## config.mk

```make
export PLATFORM = sky130hd
export DESIGN_NAME = engine_run_supervisor_core_flat
export DESIGN_NICKNAME = d
export VERILOG_FILES = /design/src/ers_pkg.sv /design/src/ers_in_if.sv /design/src/ers_out_if.sv /design/src/ers_rules.sv /design/src/engine_run_supervisor_core.sv /design/src/flat_wrapper.sv
export SDC_FILE = /design/constraint.sdc
export NUM_CORES = 1
export LEC_CHECK = 0
export BUFFER_PORTS_ARGS = -buffer_cell sky130_fd_sc_hd__buf_2
export CAP_MARGIN = 20
export CORE_AREA = 2 2 205 207
export CTS_BUF_LIST = sky130_fd_sc_hd__clkbuf_8
export DETAILED_ROUTE_END_ITERATION = 10
export DIE_AREA = 0 0 207 209
export PLACE_DENSITY = 0.47
export SYNTH_ARGS = -nofsm -noshare
export SYNTH_HDL_FRONTEND = slang
export SYNTH_SLANG_ARGS = --single-unit
```

## constraint.sdc

```tcl
create_clock -name clk -period 5.2 [get_ports clk]
set_input_delay 1.04 -clock clk [delete_from_list [all_inputs] [get_ports clk]]
set_output_delay 1.04 -clock clk [all_outputs]
set_load 0.02 [all_outputs]
```

## src/ers_pkg.sv

```systemverilog
// ----------------------------------------------------------------------------
// ers_pkg : engine run supervisor shared definitions
// Types, constants and configuration register codes used across the block.
// ----------------------------------------------------------------------------
`default_nettype none

package ers_pkg;

  // Fixed thresholds and hysteresis bands
  localparam logic [11:0] OverheatHystK   = 12'd20;
  localparam logic [15:0] RevHystRpm      = 16'd200;
  localparam logic [15:0] CrankMaxEntryS  = 16'd20;
  localparam logic [15:0] CrankEndRpm     = 16'd700;
  localparam logic [15:0] InjWdLimitMs    = 16'd200;

  // Configuration port geometry
  localparam int unsigned CfgIdxW  = 3;
  localparam int unsigned CfgDataW = 16;

  // Configuration register indexes
  typedef enum logic [CfgIdxW-1:0] {
    CFG_OVERHEAT_LIMIT  = 3'd0,
    CFG_RPM_LIMIT       = 3'd1,
    CFG_LIMP_RPM_LIMIT  = 3'd2,
    CFG_STANDBY_TIMEOUT = 3'd3,
    CFG_SENSOR_OPTIONS  = 3'd4,
    CFG_PRIMING_ENABLE  = 3'd5
  } cfg_idx_t;

  // Configuration register set
  typedef struct packed {
    logic [11:0] overheat_limit_k;
    logic [15:0] rpm_limit;
    logic [15:0] limp_rpm_limit;
    logic [15:0] standby_lim_s;
    logic [4:0]  sensor_options;
  } cfg_regs_t;

  // One tick snapshot
  typedef struct packed {
    logic [5:0]  digital_inputs;
    logic [5:0]  sensor_errors;
    logic [11:0] coolant_temp_k;
    logic [15:0] engine_rpm;
    logic [1:0]  decoder_status;
    logic [31:0] decoder_idle_s;
    logic [15:0] engine_runtime_s;
    logic [15:0] injector1_idle_ms;
    logic [15:0] injector2_idle_ms;
    logic [7:0]  priming_remain_s;
  } in_item_t;

  // Supervisor flags carried from tick to tick
  typedef struct packed {
    logic fatal;
    logic limp;
    logic rev_limit;
    logic overheat;
    logic run_ok;
    logic standby;
    logic cranking;
    logic priming;
    logic pump;
  } sup_state_t;

  // One result transaction
  typedef struct packed {
    logic       run_allowed;
    logic       limp_mode;
    logic       rev_limit_active;
    logic       overheat_active;
    logic       standby_active;
    logic       cranking_active;
    logic       pump_on;
    logic       actors_off;
    logic       fatal_active;
    logic [2:0] halt_reasons;
  } out_item_t;

endpackage

`default_nettype wire

```

## src/ers_in_if.sv

```systemverilog
// ----------------------------------------------------------------------------
// ers_in_if : tick snapshot channel
// Valid/ready channel carrying one sensor and decoder snapshot per transaction.
// ----------------------------------------------------------------------------
`default_nettype none

interface ers_in_if;
  logic        valid;
  logic        ready;
  logic [5:0]  digital_inputs;
  logic [5:0]  sensor_errors;
  logic [11:0] coolant_temp_k;
  logic [15:0] engine_rpm;
  logic [1:0]  decoder_status;
  logic [31:0] decoder_idle_s;
  logic [15:0] engine_runtime_s;
  logic [15:0] injector1_idle_ms;
  logic [15:0] injector2_idle_ms;
  logic [7:0]  priming_remain_s;

  modport source (
    output valid, digital_inputs, sensor_errors, coolant_temp_k, engine_rpm,
           decoder_status, decoder_idle_s, engine_runtime_s, injector1_idle_ms,
           injector2_idle_ms, priming_remain_s,
    input  ready
  );

  modport sink (
    input  valid, digital_inputs, sensor_errors, coolant_temp_k, engine_rpm,
           decoder_status, decoder_idle_s, engine_runtime_s, injector1_idle_ms,
           injector2_idle_ms, priming_remain_s,
    output ready
  );
endinterface

`default_nettype wire

```

## src/ers_out_if.sv

```systemverilog
// ----------------------------------------------------------------------------
// ers_out_if : supervisor result channel
// Valid/ready channel carrying the control flags of one tick per transaction.
// ----------------------------------------------------------------------------
`default_nettype none

interface ers_out_if;
  logic       valid;
  logic       ready;
  logic       run_allowed;
  logic       limp_mode;
  logic       rev_limit_active;
  logic       overheat_active;
  logic       standby_active;
  logic       cranking_active;
  logic       pump_on;
  logic       actors_off;
  logic       fatal_active;
  logic [2:0] halt_reasons;

  modport source (
    output valid, run_allowed, limp_mode, rev_limit_active, overheat_active,
           standby_active, cranking_active, pump_on, actors_off, fatal_active,
           halt_reasons,
    input  ready
  );

  modport sink (
    input  valid, run_allowed, limp_mode, rev_limit_active, overheat_active,
           standby_active, cranking_active, pump_on, actors_off, fatal_active,
           halt_reasons,
    output ready
  );
endinterface

`default_nettype wire

```

## src/ers_rules.sv

```systemverilog
// ----------------------------------------------------------------------------
// ers_rules : supervisor rule evaluation
// Applies the supervisor rules to one snapshot in firmware order and returns
// the next flag set and the result transaction.
// ----------------------------------------------------------------------------
`default_nettype none

module ers_rules (
  input  wire ers_pkg::cfg_regs_t  cfg,
  input  wire ers_pkg::sup_state_t cur,
  input  wire ers_pkg::in_item_t   item,
  output ers_pkg::sup_state_t nxt,
  output ers_pkg::out_item_t  res
);

  logic        run_on, crash_lvl, side_lvl, in_gear, service, ext_fatal;
  logic        tps_err, map_err, gear_err, speed_valid, standstill;
  logic        inj_overrun;
  logic [15:0] max_rpm;
  logic [15:0] rev_release;
  logic [11:0] oh_release;
  logic        run_off, crash_trig, side_trig;
  logic        crank_set, crank_clr;

  // Decode snapshot bits
  assign run_on      = item.digital_inputs[0];
  assign crash_lvl   = item.digital_inputs[1];
  assign side_lvl    = item.digital_inputs[2];
  assign in_gear     = item.digital_inputs[3];
  assign service     = item.digital_inputs[4];
  assign ext_fatal   = item.digital_inputs[5];
  assign tps_err     = item.sensor_errors[0];
  assign map_err     = item.sensor_errors[1];
  assign gear_err    = item.sensor_errors[5];
  assign speed_valid = item.decoder_status[0];
  assign standstill  = item.decoder_status[1];

  assign inj_overrun = (item.injector1_idle_ms > ers_pkg::InjWdLimitMs) ||
                       (item.injector2_idle_ms > ers_pkg::InjWdLimitMs);

  // Halt reasons, evaluated every tick
  assign run_off    = !run_on;
  assign crash_trig = (crash_lvl == cfg.sensor_options[0]);
  assign side_trig  = (side_lvl == cfg.sensor_options[1]) && in_gear && !gear_err;

  // Release thresholds, floored at zero
  assign oh_release = (cfg.overheat_limit_k > ers_pkg::OverheatHystK) ?
                      (cfg.overheat_limit_k - ers_pkg::OverheatHystK) : 12'd0;

  always_comb begin
    nxt = cur;

    // Fatal latch
    if ((inj_overrun && !service) || ext_fatal) begin
      nxt.fatal = 1'b1;
    end

    // Limp latch, judged with the previous run allow
    if (!cur.limp && !nxt.fatal && cur.run_ok && (item.sensor_errors[4:0] != 5'd0)) begin
      nxt.limp = 1'b1;
    end

    // Rev limiter with hysteresis
    max_rpm     = nxt.limp ? cfg.limp_rpm_limit : cfg.rpm_limit;
    rev_release = (max_rpm > ers_pkg::RevHystRpm) ? (max_rpm - ers_pkg::RevHystRpm) : 16'd0;
    if (speed_valid && (item.engine_rpm > max_rpm)) begin
      nxt.rev_limit = 1'b1;
    end else if (!speed_valid || (cur.rev_limit && (item.engine_rpm < rev_release))) begin
      nxt.rev_limit = 1'b0;
    end

    // Overheat and run allow
    if (nxt.fatal) begin
      nxt.run_ok = 1'b0;
    end else begin
      if (item.coolant_temp_k > cfg.overheat_limit_k) begin
        nxt.overheat = 1'b1;
      end else if (cur.overheat && (item.coolant_temp_k < oh_release)) begin
        nxt.overheat = 1'b0;
      end
      nxt.run_ok = (!run_off || cfg.sensor_options[2]) &&
                   (!crash_trig || cfg.sensor_options[3]) &&
                   (!side_trig || cfg.sensor_options[4]) &&
                   !nxt.overheat && !nxt.rev_limit && !service &&
                   (!map_err || !tps_err);
    end

    // Standby on decoder timeout
    nxt.standby = (item.decoder_idle_s > {16'd0, cfg.standby_lim_s}) && nxt.run_ok;

    // Cranking: clear wins over set, rpm at the end mark holds
    crank_set = nxt.run_ok && (item.engine_runtime_s < ers_pkg::CrankMaxEntryS) &&
                !nxt.standby && !standstill && (item.engine_rpm < ers_pkg::CrankEndRpm);
    crank_clr = (speed_valid && (item.engine_rpm > ers_pkg::CrankEndRpm)) ||
                !nxt.run_ok || nxt.standby || standstill;
    if (crank_clr) begin
      nxt.cranking = 1'b0;
    end else if (crank_set) begin
      nxt.cranking = 1'b1;
    end

    // Fuel pump and priming
    if (nxt.fatal) begin
      nxt.pump = 1'b0;
    end else begin
      if (cur.priming && (item.priming_remain_s == 8'd0)) begin
        nxt.priming = 1'b0;
      end
      if (!service) begin
        nxt.pump = (!nxt.standby && nxt.run_ok) || nxt.priming;
      end
    end
  end

  // Result transaction
  always_comb begin
    res.run_allowed      = nxt.run_ok;
    res.limp_mode        = nxt.limp;
    res.rev_limit_active = nxt.rev_limit;
    res.overheat_active  = nxt.overheat;
    res.standby_active   = nxt.standby;
    res.cranking_active  = nxt.cranking;
    res.pump_on          = nxt.pump;
    res.actors_off       = nxt.fatal || (!service && (nxt.standby || !nxt.run_ok));
    res.fatal_active     = nxt.fatal;
    res.halt_reasons     = {side_trig, crash_trig, run_off};
  end

endmodule

`default_nettype wire

```

## src/engine_run_supervisor_core.sv

```systemverilog
// ----------------------------------------------------------------------------
// engine_run_supervisor_core : engine run supervisor
// Usage:
//   in_chan carries one 10 ms tick snapshot per transaction (sensor levels,
//   error bits, coolant temperature, decoder and watchdog data). out_chan
//   returns exactly one result transaction per tick: run allow, limp, rev
//   limiter, overheat, standby, cranking, pump, actors-off, fatal and the
//   halt reasons.
//   The tick sits in the input register while the rule logic settles; the
//   result register and the flag state then load together when the tick
//   advances. Throughput is one tick per cycle while out_chan.ready stays
//   high; the rule logic between the two registers is combinational.
//   The cfg_ port writes one register per cycle (index, data) and must be
//   used only while the block is idle; the block itself does not enforce
//   this. Writing the priming enable also reloads the priming flag unless a tick advances in the same cycle.
//   Synchronous active-low reset loads the register defaults and the flag
//   reset values (standby and priming set, all else clear) and empties both
//   registers. When the receiver stalls, the result is held and one more
//   tick is taken into the input register; then in_chan.ready drops.
// ----------------------------------------------------------------------------
`default_nettype none

module engine_run_supervisor_core (
  input  wire logic                          clk,
  input  wire logic                          rst_n,
  ers_in_if.sink                             in_chan,
  ers_out_if.source                          out_chan,
  input  wire logic                          cfg_we,
  input  wire logic [ers_pkg::CfgIdxW-1:0]   cfg_index,
  input  wire logic [ers_pkg::CfgDataW-1:0]  cfg_wdata
);

  ers_pkg::cfg_regs_t  cfg_r;
  ers_pkg::sup_state_t state_r;
  ers_pkg::sup_state_t state_nxt;
  ers_pkg::in_item_t   in_pl_r;
  ers_pkg::in_item_t   in_pl_nxt;
  ers_pkg::out_item_t  out_pl_r;
  ers_pkg::out_item_t  res;
  logic                in_vld_r;
  logic                out_vld_r;
  logic                in_take;
  logic                advance;

  // Handshake: advance when the result register is free or being drained
  assign advance        = in_vld_r && (!out_vld_r || out_chan.ready);
  assign in_chan.ready  = !in_vld_r || advance;
  assign in_take        = in_chan.valid && in_chan.ready;

  // Snapshot gathered from the channel
  always_comb begin
    in_pl_nxt.digital_inputs    = in_chan.digital_inputs;
    in_pl_nxt.sensor_errors     = in_chan.sensor_errors;
    in_pl_nxt.coolant_temp_k    = in_chan.coolant_temp_k;
    in_pl_nxt.engine_rpm        = in_chan.engine_rpm;
    in_pl_nxt.decoder_status    = in_chan.decoder_status;
    in_pl_nxt.decoder_idle_s    = in_chan.decoder_idle_s;
    in_pl_nxt.engine_runtime_s  = in_chan.engine_runtime_s;
    in_pl_nxt.injector1_idle_ms = in_chan.injector1_idle_ms;
    in_pl_nxt.injector2_idle_ms = in_chan.injector2_idle_ms;
    in_pl_nxt.priming_remain_s  = in_chan.priming_remain_s;
  end

  // Rule evaluation
  ers_rules u_rules (
    .cfg  (cfg_r),
    .cur  (state_r),
    .item (in_pl_r),
    .nxt  (state_nxt),
    .res  (res)
  );

  // Input register valid
  always_ff @(posedge clk) begin
    if (!rst_n) begin
      in_vld_r <= 1'b0;
    end else if (in_take) begin
      in_vld_r <= 1'b1;
    end else if (advance) begin
      in_vld_r <= 1'b0;
    end
  end

  // Input register payload
  always_ff @(posedge clk) begin
    if (in_take) begin
      in_pl_r <= in_pl_nxt;
    end
  end

  // Result register valid
  always_ff @(posedge clk) begin
    if (!rst_n) begin
      out_vld_r <= 1'b0;
    end else if (advance) begin
      out_vld_r <= 1'b1;
    end else if (out_chan.ready) begin
      out_vld_r <= 1'b0;
    end
  end

  // Result register payload
  always_ff @(posedge clk) begin
    if (advance) begin
      out_pl_r <= res;
    end
  end

  // Configuration registers
  always_ff @(posedge clk) begin
    if (!rst_n) begin
      cfg_r.overheat_limit_k <= 12'd380;
      cfg_r.rpm_limit        <= 16'd9000;
      cfg_r.limp_rpm_limit   <= 16'd4000;
      cfg_r.standby_lim_s    <= 16'd2;
      cfg_r.sensor_options   <= 5'd0;
    end else if (cfg_we) begin
      case (ers_pkg::cfg_idx_t'(cfg_index))
        ers_pkg::CFG_OVERHEAT_LIMIT:  cfg_r.overheat_limit_k <= cfg_wdata[11:0];
        ers_pkg::CFG_RPM_LIMIT:       cfg_r.rpm_limit        <= cfg_wdata;
        ers_pkg::CFG_LIMP_RPM_LIMIT:  cfg_r.limp_rpm_limit   <= cfg_wdata;
        ers_pkg::CFG_STANDBY_TIMEOUT: cfg_r.standby_lim_s    <= cfg_wdata;
        ers_pkg::CFG_SENSOR_OPTIONS:  cfg_r.sensor_options   <= cfg_wdata[4:0];
        default: begin
        end
      endcase
    end
  end

  // Supervisor flags: updated per tick, priming reloaded on its register write
  always_ff @(posedge clk) begin
    if (!rst_n) begin
      state_r <= '{fatal: 1'b0, limp: 1'b0, rev_limit: 1'b0, overheat: 1'b0,
                   run_ok: 1'b0, standby: 1'b1, cranking: 1'b0,
                   priming: 1'b1, pump: 1'b0};
    end else if (advance) begin
      state_r <= state_nxt;
    end else if (cfg_we && (ers_pkg::cfg_idx_t'(cfg_index) == ers_pkg::CFG_PRIMING_ENABLE)) begin
      state_r.priming <= cfg_wdata[0];
    end
  end

  // Result channel
  assign out_chan.valid            = out_vld_r;
  assign out_chan.run_allowed      = out_pl_r.run_allowed;
  assign out_chan.limp_mode        = out_pl_r.limp_mode;
  assign out_chan.rev_limit_active = out_pl_r.rev_limit_active;
  assign out_chan.overheat_active  = out_pl_r.overheat_active;
  assign out_chan.standby_active   = out_pl_r.standby_active;
  assign out_chan.cranking_active  = out_pl_r.cranking_active;
  assign out_chan.pump_on          = out_pl_r.pump_on;
  assign out_chan.actors_off       = out_pl_r.actors_off;
  assign out_chan.fatal_active     = out_pl_r.fatal_active;
  assign out_chan.halt_reasons     = out_pl_r.halt_reasons;

endmodule

`default_nettype wire

```

## src/flat_wrapper.sv

```systemverilog
// flat-port wrapper written by rule: the top's interface ports become plain ports
module engine_run_supervisor_core_flat 
  (clk, rst_n, cfg_we, cfg_index, cfg_wdata, in_chan_valid, in_chan_digital_inputs, in_chan_sensor_errors, in_chan_coolant_temp_k, in_chan_engine_rpm, in_chan_decoder_status, in_chan_decoder_idle_s, in_chan_engine_runtime_s, in_chan_injector1_idle_ms, in_chan_injector2_idle_ms, in_chan_priming_remain_s, in_chan_ready, out_chan_valid, out_chan_run_allowed, out_chan_limp_mode, out_chan_rev_limit_active, out_chan_overheat_active, out_chan_standby_active, out_chan_cranking_active, out_chan_pump_on, out_chan_actors_off, out_chan_fatal_active, out_chan_halt_reasons, out_chan_ready);
  ers_in_if in_chan_i ();
  ers_out_if out_chan_i ();
  input  wire logic clk;
  input  wire logic rst_n;
  input  wire logic cfg_we;
  input  wire logic [ers_pkg::CfgIdxW-1:0] cfg_index;
  input  wire logic [ers_pkg::CfgDataW-1:0] cfg_wdata;
  input wire logic [$bits(in_chan_i.valid)-1:0] in_chan_valid;
  input wire logic [$bits(in_chan_i.digital_inputs)-1:0] in_chan_digital_inputs;
  input wire logic [$bits(in_chan_i.sensor_errors)-1:0] in_chan_sensor_errors;
  input wire logic [$bits(in_chan_i.coolant_temp_k)-1:0] in_chan_coolant_temp_k;
  input wire logic [$bits(in_chan_i.engine_rpm)-1:0] in_chan_engine_rpm;
  input wire logic [$bits(in_chan_i.decoder_status)-1:0] in_chan_decoder_status;
  input wire logic [$bits(in_chan_i.decoder_idle_s)-1:0] in_chan_decoder_idle_s;
  input wire logic [$bits(in_chan_i.engine_runtime_s)-1:0] in_chan_engine_runtime_s;
  input wire logic [$bits(in_chan_i.injector1_idle_ms)-1:0] in_chan_injector1_idle_ms;
  input wire logic [$bits(in_chan_i.injector2_idle_ms)-1:0] in_chan_injector2_idle_ms;
  input wire logic [$bits(in_chan_i.priming_remain_s)-1:0] in_chan_priming_remain_s;
  output wire logic [$bits(in_chan_i.ready)-1:0] in_chan_ready;
  output wire logic [$bits(out_chan_i.valid)-1:0] out_chan_valid;
  output wire logic [$bits(out_chan_i.run_allowed)-1:0] out_chan_run_allowed;
  output wire logic [$bits(out_chan_i.limp_mode)-1:0] out_chan_limp_mode;
  output wire logic [$bits(out_chan_i.rev_limit_active)-1:0] out_chan_rev_limit_active;
  output wire logic [$bits(out_chan_i.overheat_active)-1:0] out_chan_overheat_active;
  output wire logic [$bits(out_chan_i.standby_active)-1:0] out_chan_standby_active;
  output wire logic [$bits(out_chan_i.cranking_active)-1:0] out_chan_cranking_active;
  output wire logic [$bits(out_chan_i.pump_on)-1:0] out_chan_pump_on;
  output wire logic [$bits(out_chan_i.actors_off)-1:0] out_chan_actors_off;
  output wire logic [$bits(out_chan_i.fatal_active)-1:0] out_chan_fatal_active;
  output wire logic [$bits(out_chan_i.halt_reasons)-1:0] out_chan_halt_reasons;
  input wire logic [$bits(out_chan_i.ready)-1:0] out_chan_ready;
  assign in_chan_i.valid = in_chan_valid;
  assign in_chan_i.digital_inputs = in_chan_digital_inputs;
  assign in_chan_i.sensor_errors = in_chan_sensor_errors;
  assign in_chan_i.coolant_temp_k = in_chan_coolant_temp_k;
  assign in_chan_i.engine_rpm = in_chan_engine_rpm;
  assign in_chan_i.decoder_status = in_chan_decoder_status;
  assign in_chan_i.decoder_idle_s = in_chan_decoder_idle_s;
  assign in_chan_i.engine_runtime_s = in_chan_engine_runtime_s;
  assign in_chan_i.injector1_idle_ms = in_chan_injector1_idle_ms;
  assign in_chan_i.injector2_idle_ms = in_chan_injector2_idle_ms;
  assign in_chan_i.priming_remain_s = in_chan_priming_remain_s;
  assign in_chan_ready = in_chan_i.ready;
  assign out_chan_valid = out_chan_i.valid;
  assign out_chan_run_allowed = out_chan_i.run_allowed;
  assign out_chan_limp_mode = out_chan_i.limp_mode;
  assign out_chan_rev_limit_active = out_chan_i.rev_limit_active;
  assign out_chan_overheat_active = out_chan_i.overheat_active;
  assign out_chan_standby_active = out_chan_i.standby_active;
  assign out_chan_cranking_active = out_chan_i.cranking_active;
  assign out_chan_pump_on = out_chan_i.pump_on;
  assign out_chan_actors_off = out_chan_i.actors_off;
  assign out_chan_fatal_active = out_chan_i.fatal_active;
  assign out_chan_halt_reasons = out_chan_i.halt_reasons;
  assign out_chan_i.ready = out_chan_ready;
  engine_run_supervisor_core u_core (.clk(clk), .rst_n(rst_n), .in_chan(in_chan_i), .out_chan(out_chan_i), .cfg_we(cfg_we), .cfg_index(cfg_index), .cfg_wdata(cfg_wdata));
endmodule
```

; Word level (Yosys, flattened, before mapping)
; Index checks and enable logic that the tools add are counted.
; W data, S select, Z words.
[totals]
register_bits = 217
latchBits = 0
inputBits = 154
n_memories = 0
mem_bits_rw = 0
mem_bits_ro = 0
out_inout_bits = 14
[op_classes]
n_reduce_logical = 71
eq_ne = 8
mul = 0
bitwise = 0
order_cmp = 12
div_mod_pow = 0
n_mux = 25
add_sub_neg = 2
shifts = 0
[ops]
columns = operator, n
row1 = $gt A16 B8 Y1 const B, 3
row2 = $gt A32 B16 Y1, 1
row3 = $mux W16, 2
row4 = $logic_and A1 B1 Y1, 27
row5 = $mux W1, 22
row6 = $logic_not A1 Y1, 17
row7 = $gt A16 B10 Y1 const B, 1
row8 = $gt A16 B16 Y1, 1
row9 = $lt A16 B10 Y1 const B, 1
row10 = $lt A16 B16 Y1, 1
row11 = $lt A16 B5 Y1 const B, 1
row12 = $sub A16 B8 Y16 const B, 1
row13 = $logic_or A1 B1 Y1, 15
row14 = $gt A12 B12 Y1, 1
row15 = $gt A12 B5 Y1 const B, 1
row16 = $lt A12 B12 Y1, 1
row17 = $mux W12, 1
row18 = $reduce_and A2 Y1, 6
row19 = $sub A12 B5 Y12 const B, 1
row20 = $logic_not A8 Y1, 1
row21 = $eq A3 B2 Y1 const B, 2
row22 = $eq A3 B3 Y1 const B, 2
row23 = $reduce_bool A2 Y1, 3
row24 = $reduce_bool A5 Y1, 1
row25 = 4 further kinds, 5

; Logic depth before layout (Yosys ltp)
[depth]
depth_word = 30
depth_mapped = 22
mapped_depth_nobuf = 20

; By module
; From an unflattened synthesis, not the netlist that was laid out.
[unflattened]
cells_unflattened = 916
area_unflattened_um2 = 10163.5
[modules_own_cells]
columns = mod, instances, cells_each, area_per_inst_um2
row1 = engine_run_supervisor_core, 1, 483, 7056.8
row2 = ers_rules, 1, 433, 3106.7

; Worst setup path after synthesis
; No wires, ideal clock.
[synth_timing]
kind = register to register
startpoint = reg u_core.in_pl_r[119] (netlist bit)
endpoint = reg u_core.out_pl_r (netlist bit u_core.out_chan.actors_off), data pin
arrival_ns = 5.245
path_stages_with_launch = 21
setup_ns = 0.254
slack_ns = -0.298
synth_period_minus_slack_ns = 5.498
t_required_ns = 4.946
n_path_buf = 2
cell_sequence = edfxtp_1 > or4_1 > o21a_1 > a31oi_4 > buf_2 > clkbuf_1 > mux2i_1 > ha_1 > a211oi_1 > nor4_1 > xnor2_1 > nand2_1 > ha_1 > and4_1 > a32o_1 > a2111oi_0 > a22o_1 > a31oi_1 > and4bb_1 > a32oi_2 > a21o_1
[synth_rtl]
columns = element, line_no
row1 = "start, declared", engine_run_supervisor_core.sv:36  ; ers_pkg::in_item_t in_pl_r;
row2 = "start signal, assigned", engine_run_supervisor_core.sv:87  ; in_pl_r <= in_pl_nxt;
row3 = "end signal, assigned", engine_run_supervisor_core.sv:105  ; out_pl_r <= res;
row4 = "end, declared", engine_run_supervisor_core.sv:38  ; ers_pkg::out_item_t out_pl_r;

==> impl_metrics.env <==
export IMPL_final_cell_mix="buf_2, nand2_1, edfxtp_1"
export IMPL_synth_edf_count=140
export IMPL_grt_remaining_overflow=0
export IMPL_grt_pass1_vias=7675
export IMPL_hold_viol=0
export IMPL_grt_pass1_wl_mm=43.7
export IMPL_drt_wl_total_mm=28.2
export IMPL_fin_crit_sh_pct=94.4
export IMPL_power_density_nw_per_um2=305
export IMPL_crit_path_start="u_core.in_pl_r[119]"
export IMPL_finalWorstSetupSlack_ns=0.290
export IMPL_fin_skew_ns=0.0278
export IMPL_grt_max_degree=66
export IMPL_port_buffers=165
export IMPL_p_leak_nw=4.98
export IMPL_viasPerCell=4.47
export IMPL_firstDrtPassIters=4
export IMPL_timing_rr_start="u_core.in_pl_r[119]"
export IMPL_period_needed_ns=4.91
export IMPL_clkLatencyLatePin_ns=0.59
export IMPL_numCtsBuffers=41
export IMPL_status="complete, no violations"
export IMPL_syn_avg_cell_area_um2=11.2
export IMPL_antenna_found_initial=0
export IMPL_synth_area_top_cells="edfxtp_1, dfxtp_1, ha_1"
export IMPL_fill_cells=4313
export IMPL_area_growth_pct=26.6
export IMPL_slew_headroom_pct=36.5
export IMPL_power_frac_seq_pct=49.9
export IMPL_synth_top_area_share_pct=41.4
export IMPL_htreeDepth=2
export IMPL_p_sw_w=0.000994
export IMPL_hpwl_mm=20.8
export IMPL_drcViolationCount=0
export IMPL_place_inst=1617
export IMPL_synth_area_leader_cell="edfxtp_1"
export IMPL_drive_gt1_share_pct=26.4
export IMPL_layout_commonest_cell="buf_2"
export IMPL_fin_setup_tns_ns=0
export IMPL_tightest_slew_ns=0.953
export IMPL_ys_warn_count=0
export IMPL_synth_cell_area_um2=10100
export IMPL_worstHoldStart="u_core.cfg_r[14]"
export IMPL_ys_ff_latch=215
export IMPL_nNetsFinal=1349
export IMPL_initial_utilization_pct=24.6
export IMPL_synthFlopType="edfxtp_1"
export IMPL_slew_violations=0
export IMPL_arrival_ns=5.26
export IMPL_clockPowerShare_pct=42.0
export IMPL_async_flop_share_pct=0
export IMPL_vdd_drop_max_v=0.000201
export IMPL_routabilityCongestion=0.803
export IMPL_ys_types=71
export IMPL_critPathLaunchType="flop"
export IMPL_intPower_w=0.00292
export IMPL_worstPathRequired_ns=5.55
export IMPL_ant_nets=0
export IMPL_cts_max_path_buffers=3
export IMPL_synth_seq_area_share_pct=56.2
export IMPL_clkTransAtPathRegs_ns=0.06
export IMPL_critical_path_class="flop to flop"
export IMPL_num_antenna_cells=0
export IMPL_dpl_cell_area_um2=11800
export IMPL_num_vias=7587
export IMPL_clock_sinks=215
export IMPL_setup_viol=0
export IMPL_coreArea_um2=41300
export IMPL_syn_num_nets=1125
export IMPL_fmaxAchievable_ghz=0.204
export IMPL_netlist_instances=902
export IMPL_row_count=75
export IMPL_crit_path_max_fanout=6
export IMPL_drv_cap=0
export IMPL_pre_cts_slack_ns=-0.0680
export IMPL_crit_path_end_kind="flop"
export IMPL_die_y_um=209
export IMPL_die_w_um=207
export IMPL_hold_class="flop to flop"
export IMPL_power_share_combinational_pct=8.2
export IMPL_fin_cells=1698
export IMPL_dieArea_um2=43300
export IMPL_drt_iter0_drc=350
export IMPL_track_usage_pct=13.1
export IMPL_p_sw_share_pct=25.4
export IMPL_post_drt_wl_per_cell_um=16.6
export IMPL_tritoncts="built"
export IMPL_fin_area_um2=12800
export IMPL_cts_root_buf="clkbuf_8"
export IMPL_num_io_pins=168
-- power by group through the flow --
| stage | clock network (W) | logic (W) | registers (W) |
|---|---|---|---|
| 3_3_place_gp | 0 | 0.000308 | 0.00199 |
| 5_1_grt | 0.00180 | 0.000363 | 0.00196 |
| 2_1_floorplan | 0 | 0.000167 | 0.00198 |
| 3_5_place_dp | 0 | 0.000315 | 0.00199 |
| 6_report | 0.00164 | 0.000320 | 0.00195 |
| 4_1_cts | 0.00173 | 0.000318 | 0.00195 |
-- cell usage after synthesis (3+ instances only) --
master     number
a211oi_1        5
a21boi_0       44
a21o_1         16
a21oi_1        28
and2_1          4
and3_1          3
and4_1          5
clkbuf_1       24
dfxtp_1        75
edfxtp_1      140
ha_1           69
inv_1          38
mux2i_1        19
nand2_1       160
nand2b_1       13
nand3_1        24
nand4_1        13
nor2_1         27
nor2b_1        15
nor3_1         22
nor3b_1         3
nor4_1         21
o2111ai_1       5
o211ai_1       14
o21a_1         13
o21ai_0        21
or2_2           5
or3_1           4
xnor2_1        15
xor2_1          6
-- critical path, cell delays in order, from the launching register on --
cell and delay [ns]:
edfxtp_1 0.38, or4_4 0.54, o21a_1 0.24, a31oi_4 0.27, buf_4 0.21, mux2_2 0.36
a22oi_2 0.26, nor3_2 0.10, xnor2_1 0.14, nand2_1 0.07, ha_1 0.29, a21o_1 0.18
a21o_1 0.17, a32o_2 0.23, a2111oi_2 0.20, a22o_1 0.22, a31oi_4 0.06, and4bb_2 0.36
a32oi_2 0.18, a21o_1 0.21
-- kinds of logic (layout without fill, tap and decap cells) --
kind of cell    Yosys count  after routing  synth area share (%)
simple gates            326            326                  15.3
buf+inv                  66            323                  2.49
compound gates          183            183                  13.4
xor+xnor                 21             21                  1.81
flops                   215            215                  56.2
fa+ha+maj                69             69                  8.51
mux                      22             22                  2.21
-- worst paths after layout --
path / slack [ns] / depth (start not counted) / to
hold reg to reg: 0.46 / 2 / u_core.cfg_r[14]
setup / recovery: 0.29 / 19 / u_core.out_chan.actors_off
hold / removal: 0.46 / 2 / u_core.cfg_r[14]
setup reg to reg: 0.29 / 19 / u_core.out_chan.actors_off
-- stage by stage --
step / hold WS [ns] / utilization (%) / total power (W)
2_1_floorplan: 0.441 / - / 0.00215
3_3_place_gp: 0.453 / 28.6 / 0.00230
3_5_place_dp: 0.460 / 28.7 / 0.00230
4_1_cts: 0.469 / 30.7 / 0.00401
5_1_grt: 0.488 / 31.1 / 0.00412
6_report: 0.465 / 31.1 / 0.00392
-- layer usage --
metal	track usage [%]	vias up	wire, um
li1	-	3777	-
met1	16.6	3612	12600
met2	21.6	156	13500
met3	3.53	42	1550
met4	4.38	0	592
met5	0	-	0
-- flip-flops by register name (all words and copies together) (netlist names) --
register,count
u_core.out_chan.standby_active,1
u_core.out_chan.limp_mode,1
u_core.out_chan.pump_on,1
u_core.out_chan.rev_limit_active,1
u_core.in_pl_r,128
u_core.state_r,8
u_core.cfg_r,65
u_core.out_chan.valid,1
u_core.out_chan.actors_off,1
u_core.out_chan.halt_reasons,3
u_core.in_vld_r,1
u_core.out_chan.run_allowed,1
u_core.out_chan.cranking_active,1
u_core.out_chan.overheat_active,1
u_core.out_chan.fatal_active,1
-- what timing repair did --
action	4_1_cts	5_1_grt
pin swaps	2	14
resized for setup	10	21
endpoints found under the hold margin	0	0
endpoints found under the setup margin	7	10
buffers inserted	0	5
hold buffers	0	0
-- cell type report --
cell class                 instances  area [um2]  share of cell area (%)
timing repair buffer             207        1160                    9.07
sequential                       215        5710                    44.4
tap                              539         674                    5.25
inverter                          40         150                    1.17
clock buffer                      46         633                    4.93
clock inverter                    30         174                    1.35
multi-input combinational        621        4340                    33.8
Note: power is estimated with default switching activity, not from simulation.
